## config.mk

```make
export PLATFORM = sky130hd
export DESIGN_NAME = mrcs_cell
export DESIGN_NICKNAME = d
export VERILOG_FILES = /design/src/mrcs_pkg.sv /design/src/mrcs_cell.sv
export SDC_FILE = /design/constraint.sdc
export NUM_CORES = 1
export LEC_CHECK = 0
export BUFFER_PORTS_ARGS = -buffer_cell sky130_fd_sc_hd__buf_2
export CORE_MARGIN = 3
export CORE_UTILIZATION = 25
export CTS_CLUSTER_DIAMETER = 60
export DETAILED_ROUTE_END_ITERATION = 16
export HOLD_SLACK_MARGIN = 0.08
export PLACE_DENSITY_LB_ADDON = 0.1
export SYNTH_ARGS = -nofsm -noshare
export SYNTH_HDL_FRONTEND = slang
export SYNTH_SLANG_ARGS = --single-unit
```

## constraint.sdc

```tcl
create_clock -name clk -period 3.7 [get_ports clk]
set_clock_uncertainty 0.2 [all_clocks]
set_input_delay 0.74 -clock clk [delete_from_list [all_inputs] [get_ports clk]]
set_output_delay 0.74 -clock clk [all_outputs]
set_load 0.02 [all_outputs]
```

## src/mrcs_pkg.sv

```systemverilog
`timescale 1ns / 1ps
// Package for the matrix row/column sum and argmax unit.
// Holds shared widths, default sizes, result kind codes and the cell control struct.
// No dependencies.
package mrcs_pkg;

	localparam int SUM_W        = 22;
	localparam int POS_W        = 7;
	localparam int KIND_W       = 2;
	localparam int ROWS_REG_W   = 7;
	localparam int COLS_REG_W   = 5;
	localparam int CFG_DATA_W   = 7;
	localparam int CFG_INDEX_W  = 1;

	localparam int DEF_MAX_ROWS = 64;
	localparam int DEF_MAX_COLS = 16;
	localparam int DEF_ELEM_W   = 16;

	localparam logic [CFG_INDEX_W-1:0] REG_NUM_ROWS = 1'b0;
	localparam logic [CFG_INDEX_W-1:0] REG_NUM_COLS = 1'b1;

	typedef enum logic [KIND_W-1:0] {
		KIND_ROW_SUM  = 2'd0,
		KIND_COL_SUM  = 2'd1,
		KIND_BEST_ROW = 2'd2,
		KIND_BEST_COL = 2'd3
	} kind_t;

	// Control shared by every column cell in one cycle.
	typedef struct packed {
		logic add_en;
		logic shift_en;
		logic clear;
	} cell_ctl_t;

endpackage

```

## src/mrcs_cell.sv

```systemverilog
`timescale 1ns / 1ps
// One column cell: holds a column sum, adds the broadcast element when selected,
// and passes its sum to its lower neighbor during the drain. Depends on mrcs_pkg.
module mrcs_cell import mrcs_pkg::*; #(
	parameter int COL_IDX = 0,
	parameter int SEL_W   = 5
) (
	input  logic                    clk,
	input  logic                    arst_n,
	input  cell_ctl_t               ctl,
	input  logic [SEL_W-1:0]        col_sel,
	input  logic signed [SUM_W-1:0] addend,
	input  logic signed [SUM_W-1:0] shift_in,
	output logic signed [SUM_W-1:0] sum
);

	logic signed [SUM_W-1:0] sum_q;

	always_ff @(posedge clk or negedge arst_n) begin
		if (!arst_n) begin
			sum_q <= '0;
		end else if (ctl.clear) begin
			sum_q <= '0;
		end else if (ctl.shift_en) begin
			sum_q <= shift_in;
		end else if (ctl.add_en && (col_sel == SEL_W'(COL_IDX))) begin
			sum_q <= sum_q + addend;
		end
	end

	assign sum = sum_q;

endmodule

```

After elaboration in Yosys (flattened, before gate mapping)
Index checks and enable logic that the tools add are counted.
{"block": "op_classes", "muxes": 3, "reduce_logical": 3, "n_addsub": 1}
{"operator": "two-way mux 22 bit", "count": 3}
{"operator": "adder 22 bit", "count": 1}
{"operator": "zero test 5 bit", "count": 1}
{"operator": "nonzero test 3 bit", "count": 1}
{"operator": "logical AND 1 bit", "count": 1}
{"block": "word_totals", "output_inout_bits": 22, "inputBits": 54, "reg_bits": 22}

Logic depth before layout (Yosys ltp)
Gate-level depths: netlist (run 1).
{"block": "logic_depth", "depth_word": 5, "depth_mapped": 9, "ltp_nobuf": 9}

Worst setup path after synthesis (run 1)
OpenSTA, ideal clock, no wires.
{"block": "synth_timing", "path_type": "input-to-reg", "from": "input port addend[0]", "to": "register sum_q[18] (netlist: sum[18])", "t_required_ns": 3.380, "n_path_buf": 0, "arrival_time_ns": 2.745, "path_slack_ns": 0.635, "setup_ns": 0.120, "stages": 9, "cell_sequence": "ha_1 > fa_1 > a21oi_1 > o21ai_1 > a21oi_2 > o22ai_1 > and3_1 > or4_1 > a31o_1"}
{"block": "synth_between", "elab_chain_cells": 4}
{"element": "start, declared", "line": "mrcs_cell.sv:12", "text": "input logic signed [SUM_W-1:0] addend,"}
{"element": "adder 22 bit", "line": "mrcs_cell.sv:27", "text": "sum_q <= sum_q + addend;"}
{"element": "two-way mux 22 bit", "line": "mrcs_cell.sv:26", "text": "end else if (ctl.add_en && (col_sel == SEL_W'(COL_IDX))) begin"}
{"element": "two-way mux 22 bit", "line": "mrcs_cell.sv:24", "text": "end else if (ctl.shift_en) begin"}
{"element": "two-way mux 22 bit", "line": "mrcs_cell.sv:22", "text": "end else if (ctl.clear) begin"}
{"element": "end signal, assigned", "line": "mrcs_cell.sv:25", "text": "sum_q <= shift_in;"}
{"element": "end signal, assigned", "line": "mrcs_cell.sv:27"}
{"element": "end, declared", "line": "mrcs_cell.sv:17", "text": "logic signed [SUM_W-1:0] sum_q;"}
No other way between the ends. The select of a mux whose other input is x is not followed.
A chain may end at the register's enable or synchronous reset.

Worst setup path after layout (run 1)
Same ends and word-level chain as after synthesis.

==> results of run 1 <==
## per-layer routing
layer | up-vias | part of all wire
li1 | 1181 | -
met1 | 1045 | 0.49
met2 | 60 | 0.44
met3 | 4 | 0.054
met4 | 0 | 0.011
met5 | - | 0
## kinds of logic after synthesis
family / count (synthesis) / synth area share
fa+ha+maj: 22 / 0.129
xor+xnor: 13 / 0.0518
mux: 3 / 0.0142
compound gates: 104 / 0.313
buf+inv: 32 / 0.0569
simple gates: 87 / 0.185
flops: 22 / 0.250
## cell type report
cell class	instances	area [um2]	share of cell area
multi-input combinational	229	1520	0.560
sequential	22	551	0.202
timing repair buffer	78	398	0.146
tap	105	131	0.0483
inverter	17	63.8	0.0234
clock buffer	4	55.1	0.0202
## metrics by stage
step | utilization | power (mW) | worst slack (ps) | std cells | hold WS (ps)
floorplan | - | 0.460 | 635 | 283 | 244
global placement | 0.318 | 0.557 | 459 | 451 | 403
detailed placement | 0.318 | 0.555 | 417 | 451 | 419
CTS | 0.325 | 0.749 | 700 | 455 | 265
global route | 0.325 | 0.795 | 572 | 455 | 284
finish | 0.325 | 0.738 | 706 | 455 | 238
## placed cells by master, fill, tap and decap left out, drive strengths merged, types with 5 or more instances in the layout
cell type and n:
a21o 6, a21oi 43, a221oi 7, and3 5, buf 78, dfrtp 22
ha 21, inv 17, nand2 30, nand3 8, nor2 23, nor3 6
o21ai 11, o21bai 5, xor2 9
## worst register-to-register path: stages (launching register included)
cell                      delay, ps
sky130_fd_sc_hd__dfrtp_1        410
sky130_fd_sc_hd__ha_1           210
sky130_fd_sc_hd__fa_1           410
sky130_fd_sc_hd__a21oi_1        210
sky130_fd_sc_hd__o21ai_1        110
sky130_fd_sc_hd__a21oi_2        220
sky130_fd_sc_hd__o22ai_1        130
sky130_fd_sc_hd__and3_1         190
sky130_fd_sc_hd__or4_1          410
sky130_fd_sc_hd__a31o_1         230
## power breakdown
group / switching [mW] / internal, mW
sequential: 0.0125 / 0.255
combinational: 0.165 / 0.116
clock: 0.0949 / 0.0953
## worst max path at each step
stage / startpoint / endpoint / slack, ps / cells after the start
floorplan: addend[0] / sum[18] / 640 / 9
detailed placement: addend[0] / sum[18] / 420 / 10
CTS: addend[0] / sum[18] / 700 / 10
finish: addend[0] / sum[18] / 710 / 10
global placement: addend[0] / sum[18] / 460 / 10
global route: addend[0] / sum[20] / 570 / 11
==> flow_summary.html, run 1 <==
<table>
<tr><th>Metric</th><th>Value</th></tr>
<tr><th colspan="2">Run status</th></tr>
<tr><td>Outcome</td><td>complete, no violations</td></tr>
<tr><th colspan="2">Worst setup path</th></tr>
<tr><td>Cell type of the slowest stage on the worst timing path</td><td>sky130_fd_sc_hd__fa_1</td></tr>
<tr><td>Top fanout value on the critical path</td><td>3</td></tr>
<tr><td>Data required time of the critical path</td><td>3680 ps</td></tr>
<tr><td>Worst reg2reg path endpoint</td><td>sum[18]</td></tr>
<tr><td>Critical R2R Launch</td><td>sum[0]</td></tr>
<tr><td>CP max stage delay</td><td>410 ps</td></tr>
<tr><td>Worst Path Arrival</td><td>2970 ps</td></tr>
<tr><td>Dominant delay contributor by cell family on the critical path</td><td>compound AO/OA/AOI/OAI gates</td></tr>
<tr><td>R2R Setup Slk</td><td>860 ps</td></tr>
<tr><td>Worst Setup Start Kind</td><td>primary input</td></tr>
<tr><td>Crit path kind</td><td>primary input to flop</td></tr>
<tr><td>Crit path buf inv count</td><td>1</td></tr>
<tr><td>Crit path capture type</td><td>flop</td></tr>
<tr><td>R2R depth</td><td>9</td></tr>
<tr><td>List of cells traversed by the critical path</td><td>buf_2 &gt; ha_1 &gt; fa_1 &gt; a21oi_1 &gt; o21ai_1 &gt; a21oi_2 &gt; o22ai_1 &gt; and3_1 &gt; or4_1 &gt; a31o_1</td></tr>
<tr><th colspan="2">Global route</th></tr>
<tr><td>GR Layer Usage met3</td><td>0.0299</td></tr>
<tr><td>Wire length of the first global-routing pass</td><td>11400 um</td></tr>
<tr><td>Initial antenna violation count</td><td>0</td></tr>
<tr><td>Vias in the first global route</td><td>2251</td></tr>
<tr><td>Total GRT Usage</td><td>0.141</td></tr>
<tr><td>Most heavily used metal layer in global routing</td><td>met2</td></tr>
<tr><td>Global Route met1 Usage</td><td>0.197</td></tr>
<tr><td>Overflow after GRT</td><td>0</td></tr>
<tr><td>Maximum number of pins on one net before global-route repair</td><td>47</td></tr>
<tr><td>GR Layer Usage met2</td><td>0.225</td></tr>
<tr><th colspan="2">STA</th></tr>
<tr><td>Final Setup Violations</td><td>0</td></tr>
<tr><td>Setup repair after global routing missed its margin</td><td>no</td></tr>
<tr><td>Relative slew slack</td><td>0.446</td></tr>
<tr><td>Max Transition Viols Final</td><td>0</td></tr>
<tr><td>Clock period minus worst slack</td><td>2990 ps</td></tr>
<tr><td>Slew at the pin with the worst max-slew slack</td><td>832 ps</td></tr>
<tr><td>Final hold viol count</td><td>0</td></tr>
<tr><td>Max frequency</td><td>334 MHz</td></tr>
<tr><td>Setup total negative slack</td><td>0 ps</td></tr>
<tr><td>Tcrit/Tclk final</td><td>0.809</td></tr>
<tr><th colspan="2">Drt</th></tr>
<tr><td>Routed wire per std cell</td><td>15.2 um</td></tr>
<tr><td>Total DRC errors in the routed layout</td><td>0</td></tr>
<tr><td>Violation count after the first detailed-routing iteration</td><td>69</td></tr>
<tr><td>Via count</td><td>2290</td></tr>
<tr><td>Post-detailed-routing wire length</td><td>6930 um</td></tr>
<tr><td>Count of nets left with antenna violations after detail routing</td><td>0</td></tr>
<tr><td>DR pass1 iterations</td><td>4</td></tr>
<tr><td>Post-DR vias/cell</td><td>5.03</td></tr>
<tr><th colspan="2">Flow run</th></tr>
<tr><td>Number of maximum-capacitance violations</td><td>0</td></tr>
<tr><th colspan="2">Die</th></tr>
<tr><td>Die Y</td><td>99.8 um</td></tr>
<tr><td>Row count</td><td>33</td></tr>
<tr><td>Core footprint</td><td>8380 um2</td></tr>
<tr><td>Starting density of the core</td><td>0.262</td></tr>
<tr><td>Area enclosed by the die boundary</td><td>9960 um2</td></tr>
<tr><td>Overall die width</td><td>99.8 um</td></tr>
<tr><td>Top-level port count</td><td>76</td></tr>
<tr><th colspan="2">Clock tree</th></tr>
<tr><td>Maximum number of buffers from clock root to sink</td><td>2</td></tr>
<tr><td>Number of buffers inserted during clock tree synthesis</td><td>3</td></tr>
<tr><td>Post-CTS Setup Repair Bufs</td><td>0</td></tr>
<tr><td>Depth of the CTS H-tree</td><td>1</td></tr>
<tr><td># hold bufs at CTS</td><td>0</td></tr>
<tr><td>Clk sink count</td><td>22</td></tr>
<tr><td>TritonCTS clock tree</td><td>built</td></tr>
<tr><td>Post-CTS clock slew at the launch and capture registers of the worst setup and hold paths</td><td>100 ps</td></tr>
<tr><td>Root Buffer Master</td><td>sky130_fd_sc_hd__clkbuf_8</td></tr>
<tr><td>Clock insertion delay at the later pin of the skew report</td><td>280 ps</td></tr>
<tr><td>Number of gates resized after cts</td><td>0</td></tr>
<tr><th colspan="2">Yosys</th></tr>
<tr><td>Ys flop type</td><td>sky130_fd_sc_hd__dfrtp_1</td></tr>
<tr><td>Number of flops mapped to enable cells by yosys</td><td>0</td></tr>
<tr><td>Cells after synthesis</td><td>283</td></tr>
<tr><td>Netlist cell types</td><td>53</td></tr>
<tr><td>Synthesized netlist net count</td><td>359</td></tr>
<tr><td>Post-synth top area share</td><td>0.250</td></tr>
<tr><td>FF+latch count, synth</td><td>22</td></tr>
<tr><td>Syn avg cell area</td><td>7.77 um2</td></tr>
<tr><td>Sequential-to-total area share from yosys stat</td><td>0.250</td></tr>
<tr><td>Dominant cell type by area after synthesis</td><td>sky130_fd_sc_hd__dfrtp_1</td></tr>
<tr><td>Leading cell types by count after synthesis</td><td>sky130_fd_sc_hd__a21oi_1 (41), sky130_fd_sc_hd__nand2_1 (30), sky130_fd_sc_hd__nor2_1 (23), sky130_fd_sc_hd__dfrtp_1 (22), sky130_fd_sc_hd__ha_1 (21)</td></tr>
<tr><td>Post-synthesis cell area</td><td>2200 um2</td></tr>
<tr><td>Largest cells by area after synthesis</td><td>sky130_fd_sc_hd__dfrtp_1 (25%), sky130_fd_sc_hd__ha_1 (12%), sky130_fd_sc_hd__a21oi_1 (9.3%)</td></tr>
<tr><td>Most numerous cell in the Yosys netlist</td><td>sky130_fd_sc_hd__a21oi_1</td></tr>
<tr><td>Share of flip-flops with an asynchronous set or reset</td><td>1.00</td></tr>
<tr><td>Total number of yosys warnings</td><td>0</td></tr>
<tr><th colspan="2">Placed design</th></tr>
<tr><td>Port-buffer cells</td><td>75</td></tr>
<tr><td>Weighted congestion reported at the end of routability-driven placement</td><td>0.796</td></tr>
<tr><td>Post-detailed-placement half-perimeter wirelength</td><td>5320 um</td></tr>
<tr><td>Placement-stage cell area</td><td>2670 um2</td></tr>
<tr><th colspan="2">Pwr</th></tr>
<tr><td>Pwr per Cell Area</td><td>271 nW/um2</td></tr>
<tr><td>Peak VDD IR</td><td>0.143 mV</td></tr>
<tr><td>Leakage Power</td><td>1.38 nW</td></tr>
<tr><th colspan="2">Cells and area</th></tr>
<tr><td>Final non-filler cell area</td><td>2720 um2</td></tr>
<tr><td>Share of post-route cells with drive strength above 1</td><td>0.254</td></tr>
<tr><td>Layout filler cell count</td><td>936</td></tr>
<tr><td>Area Overhead vs Synth</td><td>23.8%</td></tr>
<tr><td>Max reg flops</td><td>22</td></tr>
<tr><td>Antenna cells</td><td>0</td></tr>
<tr><td>Final #Nets</td><td>427</td></tr>
<tr><th colspan="2">Worst hold path</th></tr>
<tr><td>Min-delay worst type</td><td>primary input to asynchronous set/reset pin</td></tr>
</table>
Note: power is estimated with default switching activity, not from simulation.
==> inputs of run 2 (changes only) <==
--- a/config.mk
+++ b/config.mk
@@ -5,6 +5,7 @@
 export SDC_FILE = /design/constraint.sdc
 export NUM_CORES = 1
 export LEC_CHECK = 0
+export ABC_AREA = 1
 export BUFFER_PORTS_ARGS = -buffer_cell sky130_fd_sc_hd__buf_2
 export CORE_MARGIN = 3
 export CORE_UTILIZATION = 25
==> constraint.sdc (replaced) <==
create_clock -name clk -period 2.75 [get_ports clk]
set_clock_uncertainty 0.2 [all_clocks]
set_input_delay 0.55 -clock clk [delete_from_list [all_inputs] [get_ports clk]]
set_output_delay 0.55 -clock clk [all_outputs]
set_load 0.02 [all_outputs]
==> run 2 against run 1 <==
Sequential power grew 51%. Cell count up 44%. Critical endpoint is now sum[12]. Sequential share of layout area decreased by 3.0 points. Setup slack got worse by 310 ps.
==> flow_summary.html, run 2 <==
<table>
<tr><th>Metric</th><th>Value</th></tr>
<tr><th colspan="2">STA</th></tr>
<tr><td>Slew at the pin with the worst max-slew slack</td><td>578 ps (-254 ps)</td></tr>
<tr><td>Final hold viol count</td><td>0 (unchanged)</td></tr>
<tr><td>Setup total negative slack</td><td>0 ps (unchanged)</td></tr>
<tr><td>Setup repair after global routing missed its margin</td><td>no</td></tr>
<tr><td>Final Setup Violations</td><td>0 (unchanged)</td></tr>
<tr><td>Worst Slack Setup Final</td><td>393 ps (-313 ps)</td></tr>
<tr><td>Relative slew slack</td><td>0.615 (+0.169)</td></tr>
<tr><td>Tcrit/Tclk final</td><td>0.857</td></tr>
<tr><td>Max Transition Viols Final</td><td>0 (unchanged)</td></tr>
<tr><td>Clock period minus worst slack</td><td>2360 ps</td></tr>
<tr><td>Max frequency</td><td>424 MHz</td></tr>
<tr><th colspan="2">Clock tree</th></tr>
<tr><td>Number of buffers inserted during clock tree synthesis</td><td>3 (unchanged)</td></tr>
<tr><td>Post-CTS clock slew at the launch and capture registers of the worst setup and hold paths</td><td>110 ps (about the same)</td></tr>
<tr><td>Clock insertion delay at the later pin of the skew report</td><td>290 ps (about the same)</td></tr>
<tr><td>Root Buffer Master</td><td>sky130_fd_sc_hd__clkbuf_8</td></tr>
<tr><td>Number of gates resized after cts</td><td>0 (unchanged)</td></tr>
<tr><td>Depth of the CTS H-tree</td><td>1 (unchanged)</td></tr>
<tr><td>Maximum number of buffers from clock root to sink</td><td>2 (unchanged)</td></tr>
<tr><td>Clk sink count</td><td>22 (unchanged)</td></tr>
<tr><td># hold bufs at CTS</td><td>1 (+1)</td></tr>
<tr><td>Post-CTS Setup Repair Bufs</td><td>0 (unchanged)</td></tr>
<tr><td>TritonCTS clock tree</td><td>built</td></tr>
<tr><th colspan="2">Yosys</th></tr>
<tr><td>Number of flops mapped to enable cells by yosys</td><td>0 (unchanged)</td></tr>
<tr><td>Synthesized netlist net count</td><td>523 (+46%)</td></tr>
<tr><td>Ys flop type</td><td>sky130_fd_sc_hd__dfrtp_1</td></tr>
<tr><td>FF+latch count, synth</td><td>22 (unchanged)</td></tr>
<tr><td>Netlist cell types</td><td>28 (-47%)</td></tr>
<tr><td>Most numerous cell in the Yosys netlist</td><td>sky130_fd_sc_hd__nand2_1</td></tr>
<tr><td>Total number of yosys warnings</td><td>0 (unchanged)</td></tr>
<tr><td>Sequential-to-total area share from yosys stat</td><td>0.212 (-0.0385)</td></tr>
<tr><td>Post-synthesis cell area</td><td>2600 um2 (+18%)</td></tr>
<tr><td>Dominant cell type by area after synthesis</td><td>sky130_fd_sc_hd__nand2_1</td></tr>
<tr><td>Share of flip-flops with an asynchronous set or reset</td><td>1.00 (unchanged)</td></tr>
<tr><td>Syn avg cell area</td><td>5.82 um2 (-25%)</td></tr>
<tr><td>Leading cell types by count after synthesis</td><td>sky130_fd_sc_hd__nand2_1 (174), sky130_fd_sc_hd__inv_1 (63), sky130_fd_sc_hd__nor2_1 (61), sky130_fd_sc_hd__nand3_1 (32), sky130_fd_sc_hd__dfrtp_1 (22)</td></tr>
<tr><td>Largest cells by area after synthesis</td><td>sky130_fd_sc_hd__nand2_1 (25%), sky130_fd_sc_hd__dfrtp_1 (21%), sky130_fd_sc_hd__ha_1 (10%)</td></tr>
<tr><td>Cells after synthesis</td><td>447 (+58%)</td></tr>
<tr><td>Post-synth top area share</td><td>0.251 (+0.000919)</td></tr>
<tr><th colspan="2">Drt</th></tr>
<tr><td>DR pass1 iterations</td><td>4 (unchanged)</td></tr>
<tr><td>Post-DR vias/cell</td><td>4.30 (-15%)</td></tr>
<tr><td>Violation count after the first detailed-routing iteration</td><td>96 (+39%)</td></tr>
<tr><td>Total DRC errors in the routed layout</td><td>0 (unchanged)</td></tr>
<tr><td>Count of nets left with antenna violations after detail routing</td><td>0 (unchanged)</td></tr>
<tr><td>Via count</td><td>2818 (+23%)</td></tr>
<tr><td>Post-detailed-routing wire length</td><td>8170 um (+18%)</td></tr>
<tr><td>Routed wire per std cell</td><td>12.5 um (-18%)</td></tr>
<tr><th colspan="2">Worst setup path</th></tr>
<tr><td>Worst Setup Start Kind</td><td>flop</td></tr>
<tr><td>Crit path kind</td><td>flop to flop</td></tr>
<tr><td>Worst reg2reg path endpoint</td><td>sum[12]</td></tr>
<tr><td>Worst Path Arrival</td><td>2340 ps (-630 ps)</td></tr>
<tr><td>R2R depth</td><td>12 (+3)</td></tr>
<tr><td>R2R Setup Slk</td><td>390 ps (-470 ps)</td></tr>
<tr><td>Top fanout value on the critical path</td><td>4 (+1)</td></tr>
<tr><td>Critical R2R Launch</td><td>sum[0]</td></tr>
<tr><td>Crit path capture type</td><td>flop</td></tr>
<tr><td>Data required time of the critical path</td><td>2730 ps (-950 ps)</td></tr>
<tr><th colspan="2">Cells and area</th></tr>
<tr><td>Antenna cells</td><td>0 (unchanged)</td></tr>
<tr><td>Area Overhead vs Synth</td><td>22.9%</td></tr>
<tr><td>Max reg flops</td><td>22 (unchanged)</td></tr>
<tr><td>Post-route core utilization</td><td>0.321 (-0.00393)</td></tr>
<tr><td>Fin cells</td><td>655 (+44%)</td></tr>
<tr><td>Share of post-route cells with drive strength above 1</td><td>0.203 (-0.0512)</td></tr>
<tr><td>Most frequent standard cell in the layout excluding fill and tap cells</td><td>sky130_fd_sc_hd__nand2_1</td></tr>
<tr><td>Final #Nets</td><td>599 (+40%)</td></tr>
<tr><td>Most frequent cells in the layout</td><td>sky130_fd_sc_hd__nand2_1 (174), sky130_fd_sc_hd__buf_2 (75), sky130_fd_sc_hd__inv_1 (63), sky130_fd_sc_hd__nor2_1 (61), sky130_fd_sc_hd__nand3_1 (32)</td></tr>
<tr><th colspan="2">Pwr</th></tr>
<tr><td>Peak VDD IR</td><td>0.134 mV (-6.2%)</td></tr>
<tr><td>Int Power</td><td>774 uW (+66%)</td></tr>
<tr><td>Switching power total</td><td>683 uW (+150%)</td></tr>
<tr><td>Switching share of total power</td><td>0.469 (+0.0995)</td></tr>
<tr><td>Part of the power in the clock network</td><td>0.187 (-0.071)</td></tr>
<tr><td>Sequential group share of total power</td><td>0.276 (-0.086)</td></tr>
<tr><td>Leakage Power</td><td>1.94 nW (+41%)</td></tr>
<tr><td>Pwr per Cell Area</td><td>456 nW/um2 (+68%)</td></tr>
<tr><td>Combinational group share of total power</td><td>0.536 (+0.156)</td></tr>
<tr><th colspan="2">Die</th></tr>
<tr><td>Top-level port count</td><td>76 (unchanged)</td></tr>
<tr><td>Core footprint</td><td>9950 um2 (+19%)</td></tr>
<tr><td>Die Y</td><td>108 um (+8.2%)</td></tr>
<tr><td>Row count</td><td>36 (+9.1%)</td></tr>
<tr><td>Starting density of the core</td><td>0.261 (-0.00124)</td></tr>
<tr><td>Area enclosed by the die boundary</td><td>11700 um2 (+17%)</td></tr>
<tr><td>Overall die width</td><td>108 um (+8.2%)</td></tr>
<tr><th colspan="2">Global route</th></tr>
<tr><td>Initial antenna violation count</td><td>0 (unchanged)</td></tr>
<tr><td>Total GRT Usage</td><td>0.148 (+0.00659)</td></tr>
<tr><td>Maximum number of pins on one net before global-route repair</td><td>23 (-51%)</td></tr>
<tr><td>Wire length of the first global-routing pass</td><td>13700 um (+19%)</td></tr>
<tr><td>Vias in the first global route</td><td>2839 (+26%)</td></tr>
<tr><td>Overflow after GRT</td><td>0 (unchanged)</td></tr>
<tr><th colspan="2">Worst hold path</th></tr>
<tr><td>Min-delay worst type</td><td>flop to flop</td></tr>
<tr><td>Hold_sp</td><td>sum[11]</td></tr>
<tr><td>Hold endpoint</td><td>sum[11]</td></tr>
<tr><td>Depth of the worst hold-timing path</td><td>2</td></tr>
<tr><th colspan="2">Placed design</th></tr>
<tr><td>Post-detailed-placement half-perimeter wirelength</td><td>6640 um (+25%)</td></tr>
<tr><td>Pre-CTS setup slack</td><td>161 ps (-256 ps)</td></tr>
<tr><td>Weighted congestion reported at the end of routability-driven placement</td><td>0.843 (+5.8%)</td></tr>
<tr><td>Dpl cells</td><td>650 (+44%)</td></tr>
<tr><td>Port-buffer cells</td><td>75 (unchanged)</td></tr>
<tr><th colspan="2">Flow run</th></tr>
<tr><td>Number of maximum-capacitance violations</td><td>0 (unchanged)</td></tr>
<tr><th colspan="2">Run status</th></tr>
<tr><td>Outcome</td><td>complete, no violations</td></tr>
</table>
## run 2: critical path: stages (launching register included)
cell and delay (ps):
sky130_fd_sc_hd__dfrtp_1 420, sky130_fd_sc_hd__ha_1 230, sky130_fd_sc_hd__fa_1 470, sky130_fd_sc_hd__nand3_1 120
sky130_fd_sc_hd__nand3_1 170, sky130_fd_sc_hd__nand2_1 100, sky130_fd_sc_hd__nand3_1 150, sky130_fd_sc_hd__nand2_1 130
sky130_fd_sc_hd__nand2_1 60, sky130_fd_sc_hd__nand2_1 50, sky130_fd_sc_hd__nand3_1 60, sky130_fd_sc_hd__nand2_1 60
sky130_fd_sc_hd__nand2_1 40
## run 2: power by group through the flow
stage	registers, mW	logic (mW)	clock network (mW)
2_1_floorplan	0.458	0.506	0
3_3_place_gp	0.409	0.790	0
3_5_place_dp	0.410	0.788	0
4_1_cts	0.404	0.794	0.279
5_1_grt	0.409	0.903	0.294
6_report	0.403	0.782	0.273
## run 2: cell type report
| type | count | area (um2) |
|---|---|---|
| clock buffers | 4 | 55.1 |
| fillers | 1144 | 6760 |
| inverters | 65 | 244 |
| multi-input cells | 352 | 1760 |
| flip-flops and latches | 22 | 551 |
| well taps | 133 | 166 |
| repair buffers | 79 | 420 |
## run 2: worst max-delay path by stage
stage	from	end	slack, ps	depth (start not counted)
after floorplan	addend[0]	sum[8]	520	9
after global placement	addend[0]	sum[16]	200	13
after detailed placement	addend[0]	sum[16]	160	13
after CTS	sum[0]	sum[12]	400	12
after global routing	sum[0]	sum[14]	220	12
final	sum[0]	sum[12]	390	12
## run 2: logic make-up after synthesis
| kind of cell | Yosys count | synth area share |
|---|---|---|
| compound gates | 25 | 0.0592 |
| simple gates | 293 | 0.466 |
| buf+inv | 73 | 0.112 |
| fa+ha+maj | 22 | 0.109 |
| xor+xnor | 9 | 0.0303 |
| flops | 22 | 0.212 |
| mux | 3 | 0.0116 |
## run 2: layer usage
metal  GRT usage  vias up  share of wire
li1            -     1525              -
met4      0.0298        0         0.0029
met5           0        -              0
met2       0.243       56           0.45
met1       0.209     1234           0.51
met3      0.0173        3          0.041
## run 2: per-stage QoR
stage / hold slack [ps] / cell area (um2) / power (mW)
2_1_floorplan: 54.4 / 2600 / 0.964
3_3_place_gp: 292 / 3130 / 1.20
3_5_place_dp: 296 / 3130 / 1.20
4_1_cts: 320 / 3190 / 1.48
5_1_grt: 325 / 3190 / 1.61
6_report: 320 / 3190 / 1.46
==> inputs of run 3 (changes only) <==
--- a/config.mk
+++ b/config.mk
@@ -7,6 +7,7 @@
 export LEC_CHECK = 0
 export ABC_AREA = 1
 export BUFFER_PORTS_ARGS = -buffer_cell sky130_fd_sc_hd__buf_2
+export CORE_ASPECT_RATIO = 1.75
 export CORE_MARGIN = 3
 export CORE_UTILIZATION = 25
 export CTS_CLUSTER_DIAMETER = 60
==> run 3 against run 2 <==
Non-clock buffer count is 1 lower. Sequential share of layout area decreased by 0.074 points. Critical path depth unchanged. Final area rose by 0.43%. Flip-flop and latch count did not move. Setup slack better by 38 ps. Largest cell class unchanged.
==> flow_summary.html, run 3 (synthesis results as in run 2) <==
<table>
<tr><th>Metric</th><th>Value</th></tr>
<tr><th colspan="2">Die</th></tr>
<tr><td>Top-level port count</td><td>76 (unchanged)</td></tr>
<tr><td>Die Y</td><td>141 um (+30%)</td></tr>
<tr><td>Area enclosed by the die boundary</td><td>11700 um2 (+0.41%)</td></tr>
<tr><td>Overall die width</td><td>83.1 um (-23%)</td></tr>
<tr><td>Starting density of the core</td><td>0.259 (-0.00195)</td></tr>
<tr><td>Core footprint</td><td>10000 um2 (+0.75%)</td></tr>
<tr><td>Row count</td><td>48 (+33%)</td></tr>
<tr><th colspan="2">Flow run</th></tr>
<tr><td>Number of maximum-capacitance violations</td><td>0 (unchanged)</td></tr>
<tr><th colspan="2">Drt</th></tr>
<tr><td>Via count</td><td>2874 (+2.0%)</td></tr>
<tr><td>Total DRC errors in the routed layout</td><td>0 (unchanged)</td></tr>
<tr><td>DR pass1 iterations</td><td>4 (unchanged)</td></tr>
<tr><td>Post-DR vias/cell</td><td>4.45 (+3.4%)</td></tr>
<tr><td>Count of nets left with antenna violations after detail routing</td><td>0 (unchanged)</td></tr>
<tr><td>Routed wire per std cell</td><td>14.7 um (+18%)</td></tr>
<tr><td>Post-detailed-routing wire length</td><td>9470 um (+16%)</td></tr>
<tr><td>Violation count after the first detailed-routing iteration</td><td>177 (+84%)</td></tr>
<tr><th colspan="2">Clock tree</th></tr>
<tr><td>Post-CTS clock slew at the launch and capture registers of the worst setup and hold paths</td><td>70 ps (-40 ps)</td></tr>
<tr><td>Post-CTS Setup Repair Bufs</td><td>0 (unchanged)</td></tr>
<tr><td>Clk sink count</td><td>22 (unchanged)</td></tr>
<tr><td>Number of buffers inserted during clock tree synthesis</td><td>3 (unchanged)</td></tr>
<tr><td>Maximum number of buffers from clock root to sink</td><td>2 (unchanged)</td></tr>
<tr><td># hold bufs at CTS</td><td>0 (-1)</td></tr>
<tr><td>Depth of the CTS H-tree</td><td>1 (unchanged)</td></tr>
<tr><td>Root Buffer Master</td><td>sky130_fd_sc_hd__clkbuf_16</td></tr>
<tr><td>TritonCTS clock tree</td><td>built</td></tr>
<tr><td>Number of gates resized after cts</td><td>0 (unchanged)</td></tr>
<tr><td>Clock insertion delay at the later pin of the skew report</td><td>270 ps (-20 ps)</td></tr>
<tr><th colspan="2">STA</th></tr>
<tr><td>Clock period minus worst slack</td><td>2320 ps (-38.4 ps)</td></tr>
<tr><td>Tcrit/Tclk final</td><td>0.843 (-0.0140)</td></tr>
<tr><td>Slew at the pin with the worst max-slew slack</td><td>623 ps (+45.0 ps)</td></tr>
<tr><td>Relative slew slack</td><td>0.585 (-0.0300)</td></tr>
<tr><td>Max frequency</td><td>431 MHz (+1.7%)</td></tr>
<tr><td>Final Setup Violations</td><td>0 (unchanged)</td></tr>
<tr><td>Final hold viol count</td><td>0 (unchanged)</td></tr>
<tr><td>Worst Slack Setup Final</td><td>431 ps (+38.4 ps)</td></tr>
<tr><td>Max Transition Viols Final</td><td>0 (unchanged)</td></tr>
<tr><td>Post-Route Hold Slack</td><td>86.8 ps (-233 ps)</td></tr>
<tr><td>Setup repair after global routing missed its margin</td><td>no</td></tr>
<tr><td>Setup total negative slack</td><td>0 ps (unchanged)</td></tr>
<tr><th colspan="2">Global route</th></tr>
<tr><td>Maximum number of pins on one net before global-route repair</td><td>30 (+30%)</td></tr>
<tr><td>GR Layer Usage met2</td><td>0.321 (+0.0773)</td></tr>
<tr><td>GR Layer Usage met3</td><td>0.0181 (+0.000815)</td></tr>
<tr><td>Most heavily used metal layer in global routing</td><td>met2</td></tr>
<tr><td>Total GRT Usage</td><td>0.167 (+0.0196)</td></tr>
<tr><td>Wire length of the first global-routing pass</td><td>15200 um (+12%)</td></tr>
<tr><td>Vias in the first global route</td><td>2920 (+2.9%)</td></tr>
<tr><td>Global Route met1 Usage</td><td>0.177 (-0.0313)</td></tr>
<tr><td>Initial antenna violation count</td><td>0 (unchanged)</td></tr>
<tr><td>Overflow after GRT</td><td>0 (unchanged)</td></tr>
<tr><th colspan="2">Pwr</th></tr>
<tr><td>Peak VDD IR</td><td>0.239 mV (+79%)</td></tr>
<tr><td>Power consumption</td><td>1.58 mW (+8.6%)</td></tr>
<tr><td>Pwr per Cell Area</td><td>493 nW/um2 (+8.1%)</td></tr>
<tr><td>Leakage Power</td><td>1.95 nW (+0.58%)</td></tr>
<tr><th colspan="2">Cells and area</th></tr>
<tr><td>Share of post-route cells with drive strength above 1</td><td>0.203 (+0.000390)</td></tr>
<tr><td>Antenna cells</td><td>0 (unchanged)</td></tr>
<tr><td>Final non-filler cell area</td><td>3210 um2 (+0.43%)</td></tr>
<tr><td>Max reg flops</td><td>22 (unchanged)</td></tr>
<tr><td>Final #Nets</td><td>598 (-0.17%)</td></tr>
<tr><td>Most frequent cells in the layout</td><td>sky130_fd_sc_hd__nand2_1 (174), sky130_fd_sc_hd__buf_2 (75), sky130_fd_sc_hd__inv_1 (63), sky130_fd_sc_hd__nor2_1 (61), sky130_fd_sc_hd__nand3_1 (32)</td></tr>
<tr><td>Area Overhead vs Synth</td><td>23.4%</td></tr>
<tr><td>Most frequent standard cell in the layout excluding fill and tap cells</td><td>sky130_fd_sc_hd__nand2_1</td></tr>
<tr><th colspan="2">Worst hold path</th></tr>
<tr><td>Min-delay worst type</td><td>primary input to asynchronous set/reset pin</td></tr>
<tr><th colspan="2">Worst setup path</th></tr>
<tr><td>CP max stage delay</td><td>480 ps (about the same)</td></tr>
<tr><td>Crit path kind</td><td>flop to flop</td></tr>
<tr><td>R2R Setup Slk</td><td>430 ps (+40 ps)</td></tr>
<tr><td>Worst Setup Start Kind</td><td>flop</td></tr>
<tr><td>Critical Path Source</td><td>sum[0]</td></tr>
<tr><td>Worst Path Arrival</td><td>2280 ps (-60 ps)</td></tr>
<tr><td>R2R depth</td><td>12 (unchanged)</td></tr>
<tr><td>List of cells traversed by the critical path</td><td>ha_1 &gt; fa_1 &gt; nand3_1 &gt; nand3_1 &gt; nand2_1 &gt; nand3_1 &gt; nand2_1 &gt; nand2_1 &gt; nand2_1 &gt; nand3_1 &gt; nand2_1 &gt; nand2_1</td></tr>
<tr><td>Worst reg2reg path endpoint</td><td>sum[16]</td></tr>
<tr><td>Top fanout value on the critical path</td><td>4 (unchanged)</td></tr>
<tr><td>Most used cell, CP</td><td>sky130_fd_sc_hd__nand2_1</td></tr>
<tr><td>Critical R2R Launch</td><td>sum[0]</td></tr>
<tr><td>Data required time of the critical path</td><td>2720 ps (about the same)</td></tr>
<tr><td>End point of the critical path</td><td>sum[16]</td></tr>
<tr><td>Crit path capture type</td><td>flop</td></tr>
<tr><td>Cell type of the slowest stage on the worst timing path</td><td>sky130_fd_sc_hd__fa_1</td></tr>
<tr><th colspan="2">Placed design</th></tr>
<tr><td>Placement-stage cell area</td><td>3120 um2 (-0.32%)</td></tr>
<tr><td>Weighted congestion reported at the end of routability-driven placement</td><td>0.836 (-0.78%)</td></tr>
<tr><td>Post-detailed-placement half-perimeter wirelength</td><td>7730 um (+16%)</td></tr>
<tr><td>Pre-CTS setup slack</td><td>160 ps (-0.586 ps)</td></tr>
<tr><td>Port-buffer cells</td><td>75 (unchanged)</td></tr>
<tr><th colspan="2">Run status</th></tr>
<tr><td>Outcome</td><td>complete, no violations</td></tr>
</table>
run 3: worst min-delay path by stage:
stage                 from  slack [ps]  cells past startpoint  endpoint
floorplan           arst_n          50                      0    sum[0]
global placement    sum[0]         300                      2    sum[0]
detailed placement  sum[9]         310                      2    sum[9]
CTS                 arst_n         120                      1   sum[18]
global route        arst_n         140                      1   sum[18]
finish              arst_n          90                      1   sum[14]
run 3: layer usage:
metal | share of wire | vias up
li1 | - | 1528
met4 | 0.044 | 0
met3 | 0.041 | 13
met1 | 0.38 | 1254
met5 | 0 | -
met2 | 0.53 | 79
run 3: area by class of cell:
cell class / instances / area (um2)
clock buffers: 4 / 88.8
fillers: 1129 / 6820
inverters: 65 / 244
multi-input cells: 352 / 1760
flip-flops and latches: 22 / 551
well taps: 125 / 156
repair buffers: 78 / 410
run 3: worst max-delay path: cells and delay by family, from the launching register on:
kind / cells / cell delay, ps
simple gates: 10 / 900
flops: 1 / 400
fa+ha+maj: 2 / 710
run 3: report_power, final:
group	total (mW)	internal (mW)	switching (mW)
clock	0.375	0.224	0.152
sequential	0.414	0.366	0.0480
combinational	0.793	0.280	0.513
total	1.58	0.870	0.713
run 3: metrics by stage:
stage,util,instances
after floorplan,-,447
after global placement,0.311,642
after detailed placement,0.311,642
after CTS,0.320,646
after global routing,0.320,646
final,0.320,646
